<file path="src/rtl/stc_pkg.sv">
package stc_pkg;

    // default coordinate width, signed Q10.6
    localparam int COORD_WIDTH_DEF = 16;

    // counts of the values carried between stages
    localparam int N_COORD = 10;
    localparam int N_DIFF  = 23;
    localparam int N_PROD  = 28;
    localparam int N_SUM   = 14;
    localparam int N_EDGE  = 3;
    localparam int N_PT    = 2;

    // result codes
    localparam logic [1:0] KIND_NONE   = 2'd0;
    localparam logic [1:0] KIND_CROSS  = 2'd1;
    localparam logic [1:0] KIND_INSIDE = 2'd2;

    // coordinate order: ax ay bx by cx cy dx dy ex ey
    // differences: segment direction, per edge (dir x, dir y, offset x, offset y),
    // then the barycentric terms bcy cbx cay acx acy and d, e relative to c
    localparam int DIFF_P [N_DIFF] = '{8, 9,
                                       2, 3, 6, 7,
                                       4, 5, 6, 7,
                                       0, 1, 6, 7,
                                       3, 4, 5, 0, 1, 6, 7, 8, 9};
    localparam int DIFF_Q [N_DIFF] = '{6, 7,
                                       0, 1, 0, 1,
                                       2, 3, 2, 3,
                                       4, 5, 4, 5,
                                       5, 2, 1, 4, 5, 4, 5, 4, 5};

    // product operand pairs, six per edge then the triangle and point terms
    localparam int PROD_A [N_PROD] = '{3, 2, 2, 3, 0, 1,
                                       7, 6, 6, 7, 0, 1,
                                       11, 10, 10, 11, 0, 1,
                                       14, 15,
                                       14, 15, 16, 17,
                                       14, 15, 16, 17};
    localparam int PROD_B [N_PROD] = '{0, 1, 5, 4, 5, 4,
                                       0, 1, 9, 8, 9, 8,
                                       0, 1, 13, 12, 13, 12,
                                       17, 18,
                                       19, 20, 19, 20,
                                       21, 22, 21, 22};

    // sum terms: edge den/na/nb, triangle den, then n1/n2 for d and e
    localparam int SUM_P [N_SUM] = '{0, 2, 4, 6, 8, 10, 12, 14, 16, 18, 20, 22, 24, 26};
    localparam int SUM_Q [N_SUM] = '{1, 3, 5, 7, 9, 11, 13, 15, 17, 19, 21, 23, 25, 27};
    localparam logic SUM_SUB [N_SUM] = '{1'b1, 1'b1, 1'b1, 1'b1, 1'b1, 1'b1, 1'b1,
                                         1'b1, 1'b1, 1'b0, 1'b0, 1'b0, 1'b0, 1'b0};

    localparam int SUM_TRI_DEN = 9;
    localparam int SUM_PT_BASE = 10;

endpackage

</file>
<file path="src/rtl/stc_diff.sv">
module stc_diff #(
    parameter int COORD_WIDTH = stc_pkg::COORD_WIDTH_DEF
) (
    input  logic                          clk,
    input  logic                          rst_n,
    input  logic                          in_vld,
    output logic                          in_rdy,
    input  logic signed [COORD_WIDTH-1:0] coord [stc_pkg::N_COORD],
    output logic                          out_vld,
    input  logic                          out_rdy,
    output logic signed [COORD_WIDTH:0]   diff [stc_pkg::N_DIFF]
);

    logic                        vld_reg;
    logic signed [COORD_WIDTH:0] diff_reg  [stc_pkg::N_DIFF];
    logic signed [COORD_WIDTH:0] diff_next [stc_pkg::N_DIFF];

    // stage moves when empty or when the next stage takes its item
    assign in_rdy = !vld_reg || out_rdy;

    // coordinate differences, one bit wider than the inputs
    always_comb
    begin
        for (int i = 0; i < stc_pkg::N_DIFF; i++)
        begin
            diff_next[i] = (COORD_WIDTH+1)'(coord[stc_pkg::DIFF_P[i]])
                         - (COORD_WIDTH+1)'(coord[stc_pkg::DIFF_Q[i]]);
        end
    end

    always_ff @(posedge clk or negedge rst_n)
    begin
        if (!rst_n)
        begin
            vld_reg <= 1'b0;
        end
        else if (in_rdy)
        begin
            vld_reg <= in_vld;
        end
    end

    always_ff @(posedge clk)
    begin
        if (in_rdy && in_vld)
        begin
            diff_reg <= diff_next;
        end
    end

    assign out_vld = vld_reg;
    assign diff    = diff_reg;

endmodule

</file>
<file path="config.mk">
export PLATFORM = sky130hd
export DESIGN_NAME = stc_diff
export DESIGN_NICKNAME = d
export VERILOG_FILES = /design/src/rtl/stc_pkg.sv /design/src/rtl/stc_diff.sv
export SDC_FILE = /design/constraint.sdc
export NUM_CORES = 1
export LEC_CHECK = 0
export ABC_AREA = 1
export BUFFER_PORTS_ARGS = -buffer_cell sky130_fd_sc_hd__clkbuf_2
export CORE_MARGIN = 4
export CORE_UTILIZATION = 35
export DETAILED_ROUTE_END_ITERATION = 8
export PLACE_DENSITY = 0.64
export SETUP_SLACK_MARGIN = 0.02
export SLEW_MARGIN = 20
export SYNTH_ARGS = -nofsm -noshare
export SYNTH_HDL_FRONTEND = slang
export SYNTH_SLANG_ARGS = --single-unit
</file>
<file path="constraint.sdc">
create_clock -name clk -period 21 [get_ports clk]
set_input_delay 6.3 -clock clk [delete_from_list [all_inputs] [get_ports clk]]
set_output_delay 6.3 -clock clk [all_outputs]
set_load 0.005 [all_outputs]
</file>
==> out/metrics.csv <==
metric;value;unit
number of routed nets with antenna violations;0;
total standard cell area after synthesis;0.0278;mm^2
final count of hold timing violations;0;
global-route wire length before repair;136;mm
share of the synthesized netlist area taken by xor and xnor gates;0.0397;
net count after synthesis;4525;
reported max-cap violation count;0;
hold buffer count at cts;0;
antenna violations before repair;10;
Power Internal;1360;uW
delay of the slowest cell on the worst path;0.11;ns
Core ar.;0.0789;mm^2
share of total power in the clock network;0.300;
Netlist cell types;27;
Hold Path Class;reg2reg;
Slew HR;0.375;
Synth Area in Compound Gates;0.0330;
drt wl/cell;16.7;um
# port buffers;556;
number of global-route vias before repair;23300;
total clock sinks;305;
total detailed-routing wirelength;94.4;mm
number of primary I/O pins;557;
Area after DPL;0.0312;mm^2
initial cell density of the core;0.352;
detailed-router iteration count before antenna repair;5;
Seq/Total Area, Yosys;0.330;
outcome;complete, no violations;
area of combinational cells with multiple inputs;0.0143;mm^2
power density over the cells;65.4;mW/mm^2
Mapped Cells;4055;
Final Skew;0.0152;ns
unrepaired setup endpoints after global routing;false;
simple-gate portion of the synthesized area;0.300;
critical path, cell by cell;clkbuf_2 > inv_1 > nand2_1 > clkbuf_2;
buffer depth of the longest clock path;3;
area grow syn2layout;16.5;%
pre-CTS setup slack;8.04;ns
Required @ worst endpoint;14.70;ns
Adder-Cell Fraction of Synth Area;0.143;
CP Max Fanout;2;
transition time of the tightest slew-check pin;0.937;ns
pin count of the biggest net entering global routing;69;
family with the most delay on the worst path;buffers and inverters;
Max VDD drop;50.9;uV
number of enable-type register cells in the synthesized netlist;304;
async set-reset flop share out of synthesis;0.00328;
Design Area, Final;0.0324;mm^2
LEAKAGE;0.0193;uW
DRC violation count after routing;0;
later-pin clock latency in the skew report;0.57;ns
mux contribution to synthesized area;0;
final HPWL from detailed placement;81.5;mm
Die Wd;290;um
vertical die dimension;290;um
average cell area after synthesis;6.85;um^2
number of flip-flops in the largest register;304;
dominant combinational cell family by area after synthesis;simple AND/OR/NAND/NOR gates;
die area;0.0839;mm^2
commonest cells after routing, fill and taps aside;sky130_fd_sc_hd__nand2_1, sky130_fd_sc_hd__inv_1, sky130_fd_sc_hd__clkbuf_2;
overall routing resource usage;0.217;
number of buffers created by CTS;39;
proportion of power drawn by combinational gates;0.322;
count of standard-cell rows;103;
top achievable clock speed;77.2;MHz
P_sw;752;uW
number of DRC markers after the initial detailed-route iteration;1373;
deepest level of the CTS H-tree;2;
clk root buf;sky130_fd_sc_hd__clkbuf_16;
power share of the sequential group;0.378;
# resized after CTS;0;
Avg Vias per Cell;4.51;
predominant post-synthesis flop cell;sky130_fd_sc_hd__edfxtp_1;
leading cell types by total area after synthesis;sky130_fd_sc_hd__edfxtp_1, sky130_fd_sc_hd__nand2_1, sky130_fd_sc_hd__ha_1, sky130_fd_sc_hd__inv_1, sky130_fd_sc_hd__nand3_1;
final-report max-slew violation count;0;
CTS tree;done;
area taken by flip-flops and latches;0.00915;mm^2
crit path capture type;primary output;
final global-route overflow total;0;
most prevalent standard cell on the critical path;sky130_fd_sc_hd__clkbuf_2;
count of buffering cells on the critical path with inverters included;3;
post-route setup slack;8.04;ns
# setup viols final;0;
kind of launch point of the worst setup path;input port;
CTS clock-pin slew for the worst setup and hold paths;0.05;ns
Final Net Count;5024;
ratio of cells with drive above 1 in the final layout;0.147;
Worst path slowest cell;sky130_fd_sc_hd__clkbuf_2;
most frequent standard cell in the layout excluding fill and tap cells;sky130_fd_sc_hd__nand2_1;
TNS Setup;0;ns
fill cell total of the finished layout;8320;
worst setup path class;in2out;
final period demand of the worst path;12.96;ns
number of synthesized register bits;305;
ratio of final minimum period to clock period;0.617;
fraction of post-synthesis cell area in the top cell type by area;0.329;
number of setup buffers added after CTS;0;
yosys warns;0;
number of vias in the routed layout;25400;
library cell with the largest summed area after synthesis;sky130_fd_sc_hd__edfxtp_1;
GPL Wtd Cong;0.965;
Critical Path AT;6.66;ns
net switching fraction of the power;0.355;
-- layer usage --
| layer | up-vias | wire [um] | GRT usage |
|---|---|---|---|
| li1 | 13300 | - | - |
| met1 | 11200 | 37300 | 0.249 |
| met2 | 795 | 45400 | 0.389 |
| met3 | 165 | 6700 | 0.0435 |
| met4 | 8 | 4890 | 0.0984 |
| met5 | - | 52 | 0 |
-- synth_stat cells (5+ instances only) --
library cell and number:
sky130_fd_sc_hd__buf_4 91, sky130_fd_sc_hd__nor3_1 56, sky130_fd_sc_hd__ha_1 288, sky130_fd_sc_hd__edfxtp_1 304
sky130_fd_sc_hd__nor3_2 5, sky130_fd_sc_hd__inv_2 6, sky130_fd_sc_hd__or2_2 19, sky130_fd_sc_hd__nand2_1 1658
sky130_fd_sc_hd__fa_1 18, sky130_fd_sc_hd__a21oi_1 183, sky130_fd_sc_hd__buf_2 7, sky130_fd_sc_hd__clkbuf_2 5
sky130_fd_sc_hd__xnor2_1 37, sky130_fd_sc_hd__nor2_2 5, sky130_fd_sc_hd__inv_1 941, sky130_fd_sc_hd__nor2_1 112
sky130_fd_sc_hd__nand2_2 12, sky130_fd_sc_hd__xor2_1 89, sky130_fd_sc_hd__nand3_1 205
-- power by group through the flow --
stage | clock network [uW] | logic, uW | registers (uW)
final | 635 | 681 | 800
after global routing | 686 | 772 | 806
after CTS | 661 | 686 | 802
after detailed placement | 0 | 681 | 814
after global placement | 0 | 677 | 814
after floorplan | 0 | 436 | 818
-- cells by family (layout without fill, tap and decap cells) --
group,after synthesis,after routing
and+or+nand+nor,2084,2084
buffers and inverters,1051,1580
adders and majority gates,306,306
DFF,305,305
AOI/OAI and AO/OA,183,183
xor gates and xnor gates,126,126
other,0,3
-- cell type report --
type | count | share of cell area
Antenna cell | 3 | 0.000232
Clock buffer | 48 | 0.0312
Clock inverter | 23 | 0.00522
Inverter | 948 | 0.110
Multi-Input combinational cell | 2699 | 0.443
Sequential cell | 305 | 0.283
Tap cell | 1050 | 0.0406
Timing Repair Buffer | 561 | 0.0872
-- stage by stage --
step,power (uW),hold WS [ns],utilization,instances
final,2120,0.589,0.410,5637
after global routing,2260,0.649,0.410,5634
after CTS,2150,0.584,0.410,5634
after detailed placement,1500,0.571,0.395,5563
after global placement,1490,0.582,0.395,5563
after floorplan,1250,0.551,-,4055
-- tightest hold or removal path: stages, from the launching register on --
cell	delay, ns
sky130_fd_sc_hd__dfrtp_1	0.41
sky130_fd_sc_hd__nand2_1	0.09
sky130_fd_sc_hd__nand2_1	0.06
-- worst paths after layout --
path                                     startpoint                   to  slack, ns  cells after the start
worst min-delay path            out_vld$_DFFE_PN0N_  out_vld$_DFFE_PN0N_       0.59                      2
min in group asynchronous                     rst_n  out_vld$_DFFE_PN0N_       5.51                      1
worst min register to register  out_vld$_DFFE_PN0N_  out_vld$_DFFE_PN0N_       0.59                      2
max in group asynchronous                     rst_n  out_vld$_DFFE_PN0N_      15.41                      1
worst max-delay path                        out_rdy               in_rdy       8.04                      4
worst max register to register  out_vld$_DFFE_PN0N_  diff[117]$_DFFE_PP_      17.00                      5
Note: power is estimated with default switching activity, not from simulation.
