[config.mk]
export PLATFORM = sky130hd
export DESIGN_NAME = stc_sum
export DESIGN_NICKNAME = d
export VERILOG_FILES = /design/src/rtl/stc_pkg.sv /design/src/rtl/stc_sum.sv
export SDC_FILE = /design/constraint.sdc
export NUM_CORES = 1
export LEC_CHECK = 0
export BUFFER_PORTS_ARGS = -buffer_cell sky130_fd_sc_hd__buf_2
export CAP_MARGIN = 20
export CELL_PAD_IN_SITES_DETAIL_PLACEMENT = 2
export CELL_PAD_IN_SITES_GLOBAL_PLACEMENT = 2
export CORE_AREA = 3 3 564 566
export DETAILED_ROUTE_END_ITERATION = 10
export DIE_AREA = 0 0 567 569
export GPL_ROUTABILITY_DRIVEN = 1
export MAX_ROUTING_LAYER = met4
export PLACE_DENSITY_LB_ADDON = 0.1
export SLEW_MARGIN = 20
export SYNTH_ARGS = -nofsm -noshare
export SYNTH_HDL_FRONTEND = slang
export SYNTH_SLANG_ARGS = --single-unit
[constraint.sdc]
create_clock -name clk -period 19.94 [get_ports clk]
set_clock_uncertainty 0.15 [all_clocks]
set_input_delay 3.988 -clock clk [delete_from_list [all_inputs] [get_ports clk]]
set_output_delay 3.988 -clock clk [all_outputs]
set_load 0.01 [all_outputs]
[src/rtl/stc_pkg.sv]
package stc_pkg;

    // default coordinate width, signed Q10.6
    localparam int COORD_WIDTH_DEF = 16;

    // counts of the values carried between stages
    localparam int N_COORD = 10;
    localparam int N_DIFF  = 23;
    localparam int N_PROD  = 28;
    localparam int N_SUM   = 14;
    localparam int N_EDGE  = 3;
    localparam int N_PT    = 2;

    // result codes
    localparam logic [1:0] KIND_NONE   = 2'd0;
    localparam logic [1:0] KIND_CROSS  = 2'd1;
    localparam logic [1:0] KIND_INSIDE = 2'd2;

    // coordinate order: ax ay bx by cx cy dx dy ex ey
    // differences: segment direction, per edge (dir x, dir y, offset x, offset y),
    // then the barycentric terms bcy cbx cay acx acy and d, e relative to c
    localparam int DIFF_P [N_DIFF] = '{8, 9,
                                       2, 3, 6, 7,
                                       4, 5, 6, 7,
                                       0, 1, 6, 7,
                                       3, 4, 5, 0, 1, 6, 7, 8, 9};
    localparam int DIFF_Q [N_DIFF] = '{6, 7,
                                       0, 1, 0, 1,
                                       2, 3, 2, 3,
                                       4, 5, 4, 5,
                                       5, 2, 1, 4, 5, 4, 5, 4, 5};

    // product operand pairs, six per edge then the triangle and point terms
    localparam int PROD_A [N_PROD] = '{3, 2, 2, 3, 0, 1,
                                       7, 6, 6, 7, 0, 1,
                                       11, 10, 10, 11, 0, 1,
                                       14, 15,
                                       14, 15, 16, 17,
                                       14, 15, 16, 17};
    localparam int PROD_B [N_PROD] = '{0, 1, 5, 4, 5, 4,
                                       0, 1, 9, 8, 9, 8,
                                       0, 1, 13, 12, 13, 12,
                                       17, 18,
                                       19, 20, 19, 20,
                                       21, 22, 21, 22};

    // sum terms: edge den/na/nb, triangle den, then n1/n2 for d and e
    localparam int SUM_P [N_SUM] = '{0, 2, 4, 6, 8, 10, 12, 14, 16, 18, 20, 22, 24, 26};
    localparam int SUM_Q [N_SUM] = '{1, 3, 5, 7, 9, 11, 13, 15, 17, 19, 21, 23, 25, 27};
    localparam logic SUM_SUB [N_SUM] = '{1'b1, 1'b1, 1'b1, 1'b1, 1'b1, 1'b1, 1'b1,
                                         1'b1, 1'b1, 1'b0, 1'b0, 1'b0, 1'b0, 1'b0};

    localparam int SUM_TRI_DEN = 9;
    localparam int SUM_PT_BASE = 10;

endpackage

[src/rtl/stc_sum.sv]
module stc_sum #(
    parameter int COORD_WIDTH = stc_pkg::COORD_WIDTH_DEF
) (
    input  logic                            clk,
    input  logic                            rst_n,
    input  logic                            in_vld,
    output logic                            in_rdy,
    input  logic signed [2*COORD_WIDTH+1:0] prod [stc_pkg::N_PROD],
    output logic                            out_vld,
    input  logic                            out_rdy,
    output logic signed [2*COORD_WIDTH+2:0] sum [stc_pkg::N_SUM]
);

    localparam int SW = 2*COORD_WIDTH + 3;

    logic                 vld_reg;
    logic signed [SW-1:0] sum_reg  [stc_pkg::N_SUM];
    logic signed [SW-1:0] sum_next [stc_pkg::N_SUM];

    assign in_rdy = !vld_reg || out_rdy;

    // cross products and barycentric numerators from product pairs
    always_comb
    begin
        for (int i = 0; i < stc_pkg::N_SUM; i++)
        begin
            if (stc_pkg::SUM_SUB[i])
            begin
                sum_next[i] = SW'(prod[stc_pkg::SUM_P[i]]) - SW'(prod[stc_pkg::SUM_Q[i]]);
            end
            else
            begin
                sum_next[i] = SW'(prod[stc_pkg::SUM_P[i]]) + SW'(prod[stc_pkg::SUM_Q[i]]);
            end
        end
    end

    always_ff @(posedge clk or negedge rst_n)
    begin
        if (!rst_n)
        begin
            vld_reg <= 1'b0;
        end
        else if (in_rdy)
        begin
            vld_reg <= in_vld;
        end
    end

    always_ff @(posedge clk)
    begin
        if (in_rdy && in_vld)
        begin
            sum_reg <= sum_next;
        end
    end

    assign out_vld = vld_reg;
    assign sum     = sum_reg;

endmodule

==> out/results.tsv, run 1 <==
metric	value	unit
run_status	complete, no violations	
post_synth_fa_ha_maj_area_fraction	0.161	
clkSinkCount	491	
worst_r2r_endpoint	sum[53]$_DFFE_PP_	
vdd.ir_drop.worst	0.0542	mV
grt_pass1_wl	329	mm
synth_top_cells_by_count	sky130_fd_sc_hd__edfxtp_1, sky130_fd_sc_hd__ha_1, sky130_fd_sc_hd__inv_1	
postCtsResizedCells	0	
worstSetupPathType	in2out	
max-cap-violations	0	
timing.critical_path.fanout_max	3	
finalSetupViolCount	0	
utilization_after_layout	0.173	
final_period_minus_worst_setup_slack	8.53	ns
tritoncts	built	
clkTransAtPathRegs	0.05	ns
timing.max_slew.rel_slack	0.326	
final_antenna_net_count	0	
syn_inst	4001	
timing.reg2reg.worst_path_depth	6	
cts_inserted_buffers	92	
multiplexer_share_of_the_synthesized_area	0.000258	
synth-async-reset-ratio	0.00204	
yosys-top-cells-area	sky130_fd_sc_hd__edfxtp_1, sky130_fd_sc_hd__ha_1, sky130_fd_sc_hd__xnor2_1	
synth_seq_cells	491	
gpl.final_weighted_congestion	0.813	
grt_pass1_vias	40900	
starting_utilization_of_the_core_area	0.124	
area_fraction_in_and_or_nand_and_nor_cells_after_synthesis	0.106	
post_synth.cell_area_avg	9.71	µm²
p_switching	1470	µW
edff_count_synth	490	
cp.required	15.80	ns
synth_area	38800	µm²
power.switching_fraction	0.350	
synth.yosys.seq_area_share	0.379	
synth_top_family_by_area	compound AO/OA/AOI/OAI gates	
number_of_i_o_port_buffers	1447	
setup_repair_after_global_routing_missed_its_margin	no	
post-synth-top-area-cell	sky130_fd_sc_hd__edfxtp_1	
critPathLaunchType	input pin	
pwr-share-clk	0.366	
antenna_found_initial	247	
worstSetupEndpointType	output port	
via_to_cell_ratio	3.80	
ys_warn_count	0	
p_seq_frac	0.325	
hpwlAfterDp	210	mm
leakage	0.0246	µW
regToRegStartpoint	out_vld$_DFFE_PN0N_	
synth_area_in_compound_gates	0.208	
synthMostInstantiatedCell	sky130_fd_sc_hd__edfxtp_1	
reg_to_reg_setup_timing_slack	15.54	ns
fp-row-count	206	
hold_viol_final	0	
clk_latency	0.74	ns
power_density	77.3	nW/µm²
wl_per_cell	24.5	µm
globalRouteMet1Util	0.161	
synth_top_area_frac	0.379	
dominantRegCellSynth	sky130_fd_sc_hd__edfxtp_1	
cts-hold-fix-buffers	0	
min-delay-path-class	reg2reg	
fp.coreArea	314000	µm²
setup_total_negative_slack	0	ns
timing.final.max_slew_violations	0	
drive_above_1_share	0.289	
final_period_util	0.428	
synth_xor_area_frac	0.0974	
vias	37400	
critPathLaunch	out_rdy	
global_route.overflow_total	0	
intPower	2720	µW
drt_pass1_iterations	5	
clk_root_buffer_cell	sky130_fd_sc_hd__clkbuf_16	
drt_first_iter_violations	1576	
largest_reg_flops	490	
worst_setup_path_endpoint	in_rdy	
post_cts_buffers	0	
top_usage_layer	met2	
min_path_cells	2	
highest_clock_rate	0.117	GHz
io_pins	1448	
drc	0	
use_met2	0.246	
cts-root-to-sink-buffers	4	
p_comb_frac	0.310	
global_route.usage.met3	0.0646	
synth_cell_type_count	81	
tightestPinTransition	1.00	ns
floorplan.die.height	569	µm
timing.critical_path.arrival	4.40	ns
totalWireLength	241	mm
die_area	323000	µm²
dieWidth	567	µm
grt_use_total	0.148	
synthesized_net_count	5447	
syn_to_final_growth	39.6	%
num-nets-final	6956	
largest_net_degree_at_the_start_of_global_routing	122	
cts.htree.levels	3	
## how the worst min path moves through the flow
| stage | start | end | slack, ns |
|---|---|---|---|
| 5_1_grt | out_vld$_DFFE_PN0N_ | out_vld$_DFFE_PN0N_ | 0.46 |
| 2_1_floorplan | out_vld$_DFFE_PN0N_ | out_vld$_DFFE_PN0N_ | 0.47 |
| 3_5_place_dp | out_vld$_DFFE_PN0N_ | out_vld$_DFFE_PN0N_ | 0.41 |
| 6_report | out_vld$_DFFE_PN0N_ | out_vld$_DFFE_PN0N_ | 0.42 |
| 4_1_cts | out_vld$_DFFE_PN0N_ | out_vld$_DFFE_PN0N_ | 0.42 |
| 3_3_place_gp | out_vld$_DFFE_PN0N_ | out_vld$_DFFE_PN0N_ | 0.42 |
## power by group through the flow
stage / logic (µW) / clock network (µW) / registers (µW)
final: 1300 / 1530 / 1360
after global routing: 1440 / 1650 / 1370
after CTS: 1340 / 1630 / 1370
after detailed placement: 1330 / 0 / 1390
after global placement: 1340 / 0 / 1390
after floorplan: 671 / 0 / 1460
## final cells by class
| cell class | count | area (µm²) |
|---|---|---|
| diodes | 128 | 320 |
| clock buffers | 116 | 2410 |
| clock inverters | 33 | 279 |
| fillers | 36500 | 260000 |
| inverters | 468 | 1760 |
| multi-input cells | 3001 | 22200 |
| flip-flops and latches | 491 | 14700 |
| well taps | 4160 | 5200 |
| repair buffers | 1456 | 7320 |
## worst max-delay path: stages
cell                       delay (ns)
sky130_fd_sc_hd__buf_2           0.09
sky130_fd_sc_hd__nand2b_1        0.16
sky130_fd_sc_hd__buf_2           0.15
## metal layers
layer  routed length, µm  vias up
met5                   0        -
met4                7110        0
met3               22300      362
met2              114000     1331
met1               97400    18000
li1                    -    17700
## cells in the final DEF (no fill, tap or decap), types with 14 or more instances in the layout
cell type                   Yosys  layout
sky130_fd_sc_hd__a31oi_1       38      38
sky130_fd_sc_hd__a21o_1       235     235
sky130_fd_sc_hd__nand2b_1      71      71
sky130_fd_sc_hd__o21ai_1       24      24
sky130_fd_sc_hd__o31ai_1       19      19
sky130_fd_sc_hd__diode_2        0     128
sky130_fd_sc_hd__o21a_1        51      51
sky130_fd_sc_hd__inv_1        468     468
sky130_fd_sc_hd__a21oi_1      418     418
sky130_fd_sc_hd__a211oi_1      22      22
sky130_fd_sc_hd__buf_2          0    1447
sky130_fd_sc_hd__nor2_1       188     188
sky130_fd_sc_hd__clkinv_1       0      18
sky130_fd_sc_hd__ha_1         476     476
sky130_fd_sc_hd__nor3_1        41      41
sky130_fd_sc_hd__nand2_1      203     203
sky130_fd_sc_hd__and3_1        27      27
sky130_fd_sc_hd__and2_1        34      33
sky130_fd_sc_hd__and4_1        16      16
sky130_fd_sc_hd__clkbuf_16      0      93
sky130_fd_sc_hd__nor2b_1       71      71
sky130_fd_sc_hd__nand3_1       71      71
sky130_fd_sc_hd__fa_1          14      14
sky130_fd_sc_hd__o211ai_1      26      26
sky130_fd_sc_hd__edfxtp_1     490     490
sky130_fd_sc_hd__xnor2_1      275     275
sky130_fd_sc_hd__o21ai_0      199     199
sky130_fd_sc_hd__nand4_1       51      51
sky130_fd_sc_hd__clkbuf_1      41      23
sky130_fd_sc_hd__xor2_1       157     157
sky130_fd_sc_hd__o21bai_1      69      69
## through the flow
stage / worst slack, ns / total power [µW] / hold WS [ns] / area, µm² / cells
floorplan: 3.58 / 2130 / 0.472 / 38800 / 4001
global placement: 11.40 / 2720 / 0.417 / 51200 / 9576
detailed placement: 11.41 / 2720 / 0.413 / 51200 / 9576
CTS: 11.41 / 4340 / 0.425 / 53900 / 9725
global route: 11.39 / 4470 / 0.462 / 54200 / 9845
finish: 11.41 / 4190 / 0.416 / 54200 / 9853
## cell families (layout without fill, tap and decap cells)
group,Yosys count,count (layout)
compound gates,1259,1259
fa+ha+maj,490,490
xor+xnor,432,432
simple gates,819,819
mux,1,1
other cells,0,128
flops,491,491
buf+inv,509,2073
(Power assumes the default switching activity.)
==> run 2: changes to the inputs <==
ABC_AREA = 1   (was not set)
CORE_AREA = 3 3 570 572   (was 3 3 564 566)
DIE_AREA = 0 0 573 575   (was 0 0 567 569)
clock period = 8.07 ns   (was 19.94 ns; I/O delays follow)
==> out/results.tsv, run 2 <==
metric	value	unit
run_status	complete, no violations	
synth_area	49500	µm²
tightestPinTransition	1.02	ns
layout_commonest_cell	sky130_fd_sc_hd__nand2_1	
edff_count_synth	490	
via_to_cell_ratio	4.06	
worst_r2r_endpoint	sum[348]$_DFFE_PP_	
final_period_util	0.466	
timing.critical_path.fanout_max	2	
number_of_i_o_port_buffers	1447	
clkTransAtPathRegs	0.06	ns
synthMostInstantiatedCell	sky130_fd_sc_hd__nand2_1	
gpl.final_weighted_congestion	0.904	
timing.final.max_slew_violations	0	
io_pins	1448	
hold_viol_final	0	
global_route.overflow_total	0	
min-delay-path-class	reg2reg	
synth_seq_cells	491	
die_area	329000	µm²
cts_inserted_buffers	87	
post_synth.cell_area_avg	6.58	µm²
clk_root_buffer_cell	sky130_fd_sc_hd__clkbuf_16	
yosys-top-cells-area	sky130_fd_sc_hd__edfxtp_1, sky130_fd_sc_hd__nand2_1, sky130_fd_sc_hd__ha_1	
synth-async-reset-ratio	0.00204	
filler_cell_count	39000	
drc	0	
critPathLaunchType	input pin	
min_path_cells	2	
vdd.ir_drop.worst	0.137	mV
place_inst	13300	
largest_net_degree_at_the_start_of_global_routing	108	
clk_latency	0.79	ns
timing.max_slew.rel_slack	0.315	
synth.yosys.seq_area_share	0.298	
cts.htree.levels	3	
timing.reg2reg.worst_path_depth	3	
finalSetupViolCount	0	
drive_above_1_share	0.198	
synth_top_area_frac	0.297	
dominantRegCellSynth	sky130_fd_sc_hd__edfxtp_1	
worstSetupPathType	in2out	
wl_per_cell	23.7	µm
fp.coreArea	321000	µm²
drt_first_iter_violations	2079	
critPathLaunch	out_rdy	
reg_to_reg_setup_timing_slack	5.63	ns
syn_to_final_growth	31.7	%
fp-row-count	208	
totalWireLength	321	mm
layout.cells.non_filler	13500	
post_cts_buffers	0	
cts-root-to-sink-buffers	4	
syn_inst	7529	
final_cell_mix	sky130_fd_sc_hd__nand2_1, sky130_fd_sc_hd__inv_1, sky130_fd_sc_hd__buf_2, sky130_fd_sc_hd__nor2_1, sky130_fd_sc_hd__edfxtp_1	
regToRegStartpoint	out_vld$_DFFE_PN0N_	
worstSetupEndpointType	output port	
cp.required	6.31	ns
power_density	171	nW/µm²
setup_repair_after_global_routing_missed_its_margin	no	
grt_pass1_vias	61100	
antenna_found_initial	165	
ys_warn_count	0	
post-synth-top-area-cell	sky130_fd_sc_hd__edfxtp_1	
synth_cell_type_count	26	
clkSinkCount	491	
utilization_after_layout	0.203	
cts-hold-fix-buffers	0	
tritoncts	built	
max-cap-violations	0	
leakage	0.0347	µW
grt_use_total	0.194	
timing.critical_path.arrival	1.99	ns
postLayoutCellArea	65200	µm²
num-nets-final	10500	
final_period_minus_worst_setup_slack	3.76	ns
highest_clock_rate	0.266	GHz
drt_pass1_iterations	5	
dieWidth	573	µm
worst_setup_path_endpoint	in_rdy	
grt_pass1_wl	452	mm
hpwlAfterDp	287	mm
final_antenna_net_count	0	
synthesized_net_count	8975	
synth_top_cells_by_count	sky130_fd_sc_hd__nand2_1, sky130_fd_sc_hd__inv_1, sky130_fd_sc_hd__nor2_1	
starting_utilization_of_the_core_area	0.154	
vias	54900	
floorplan.die.height	575	µm
largest_reg_flops	490	
detailed_place.area	62300	µm²
postCtsResizedCells	0	
## run 2: cells by family after synthesis
family,after synthesis,share of synthesized area
flops,491,0.298
buf+inv,1539,0.117
simple gates,3964,0.330
fa+ha+maj,490,0.126
xor+xnor,238,0.0421
compound gates,807,0.0874
## run 2: how the worst min path moves through the flow
stage                     endpoint  slack (ns)                start
2_1_floorplan  out_vld$_DFFE_PN0N_        0.51  out_vld$_DFFE_PN0N_
3_3_place_gp   out_vld$_DFFE_PN0N_        0.42  out_vld$_DFFE_PN0N_
3_5_place_dp   out_vld$_DFFE_PN0N_        0.43  out_vld$_DFFE_PN0N_
4_1_cts        out_vld$_DFFE_PN0N_        0.33                rst_n
5_1_grt        out_vld$_DFFE_PN0N_        0.36                rst_n
6_report       out_vld$_DFFE_PN0N_        0.43  out_vld$_DFFE_PN0N_
## run 2: layer usage
layer,global-route usage,up-vias,part of all wire
li1,-,26800,-
met1,0.221,26400,0.42
met2,0.342,1280,0.50
met3,0.0521,330,0.065
met4,0.0321,0,0.020
met5,-,-,0
## run 2: stage by stage
stage | hold slack (ns) | TNS [ns] | setup slack [ns] | power, µW
floorplan | 0.512 | -1059.06 | -2.16 | 5550
global placement | 0.415 | 0 | 3.79 | 7510
detailed placement | 0.431 | 0 | 3.93 | 7540
CTS | 0.333 | 0 | 4.31 | 11500
global route | 0.359 | 0 | 4.29 | 11900
finish | 0.432 | 0 | 4.31 | 11100
## run 2: final cells by class
cell class / instances / area (µm²) / area share
clock inverter: 46 / 399 / 0.00612
multi-input combinational: 5499 / 29000 / 0.445
inverter: 1539 / 5780 / 0.0887
timing repair buffer: 1461 / 7400 / 0.114
clock buffer: 110 / 2280 / 0.0350
antenna: 73 / 183 / 0.00280
tap: 4305 / 5390 / 0.0826
sequential: 491 / 14700 / 0.226
## run 2: critical path: stages
cell	delay, ns
sky130_fd_sc_hd__buf_2	0.13
sky130_fd_sc_hd__inv_8	0.05
sky130_fd_sc_hd__nand2_1	0.05
sky130_fd_sc_hd__buf_2	0.14
## run 2: where the power goes
part,internal (µW),total (µW),switching [µW],leakage [µW]
Combinational,1250,3970,2720,0.0288
Sequential,3230,3400,168,0.00470
Clock,2160,3770,1610,0.00128
Total,6640,11100,4500,0.0347
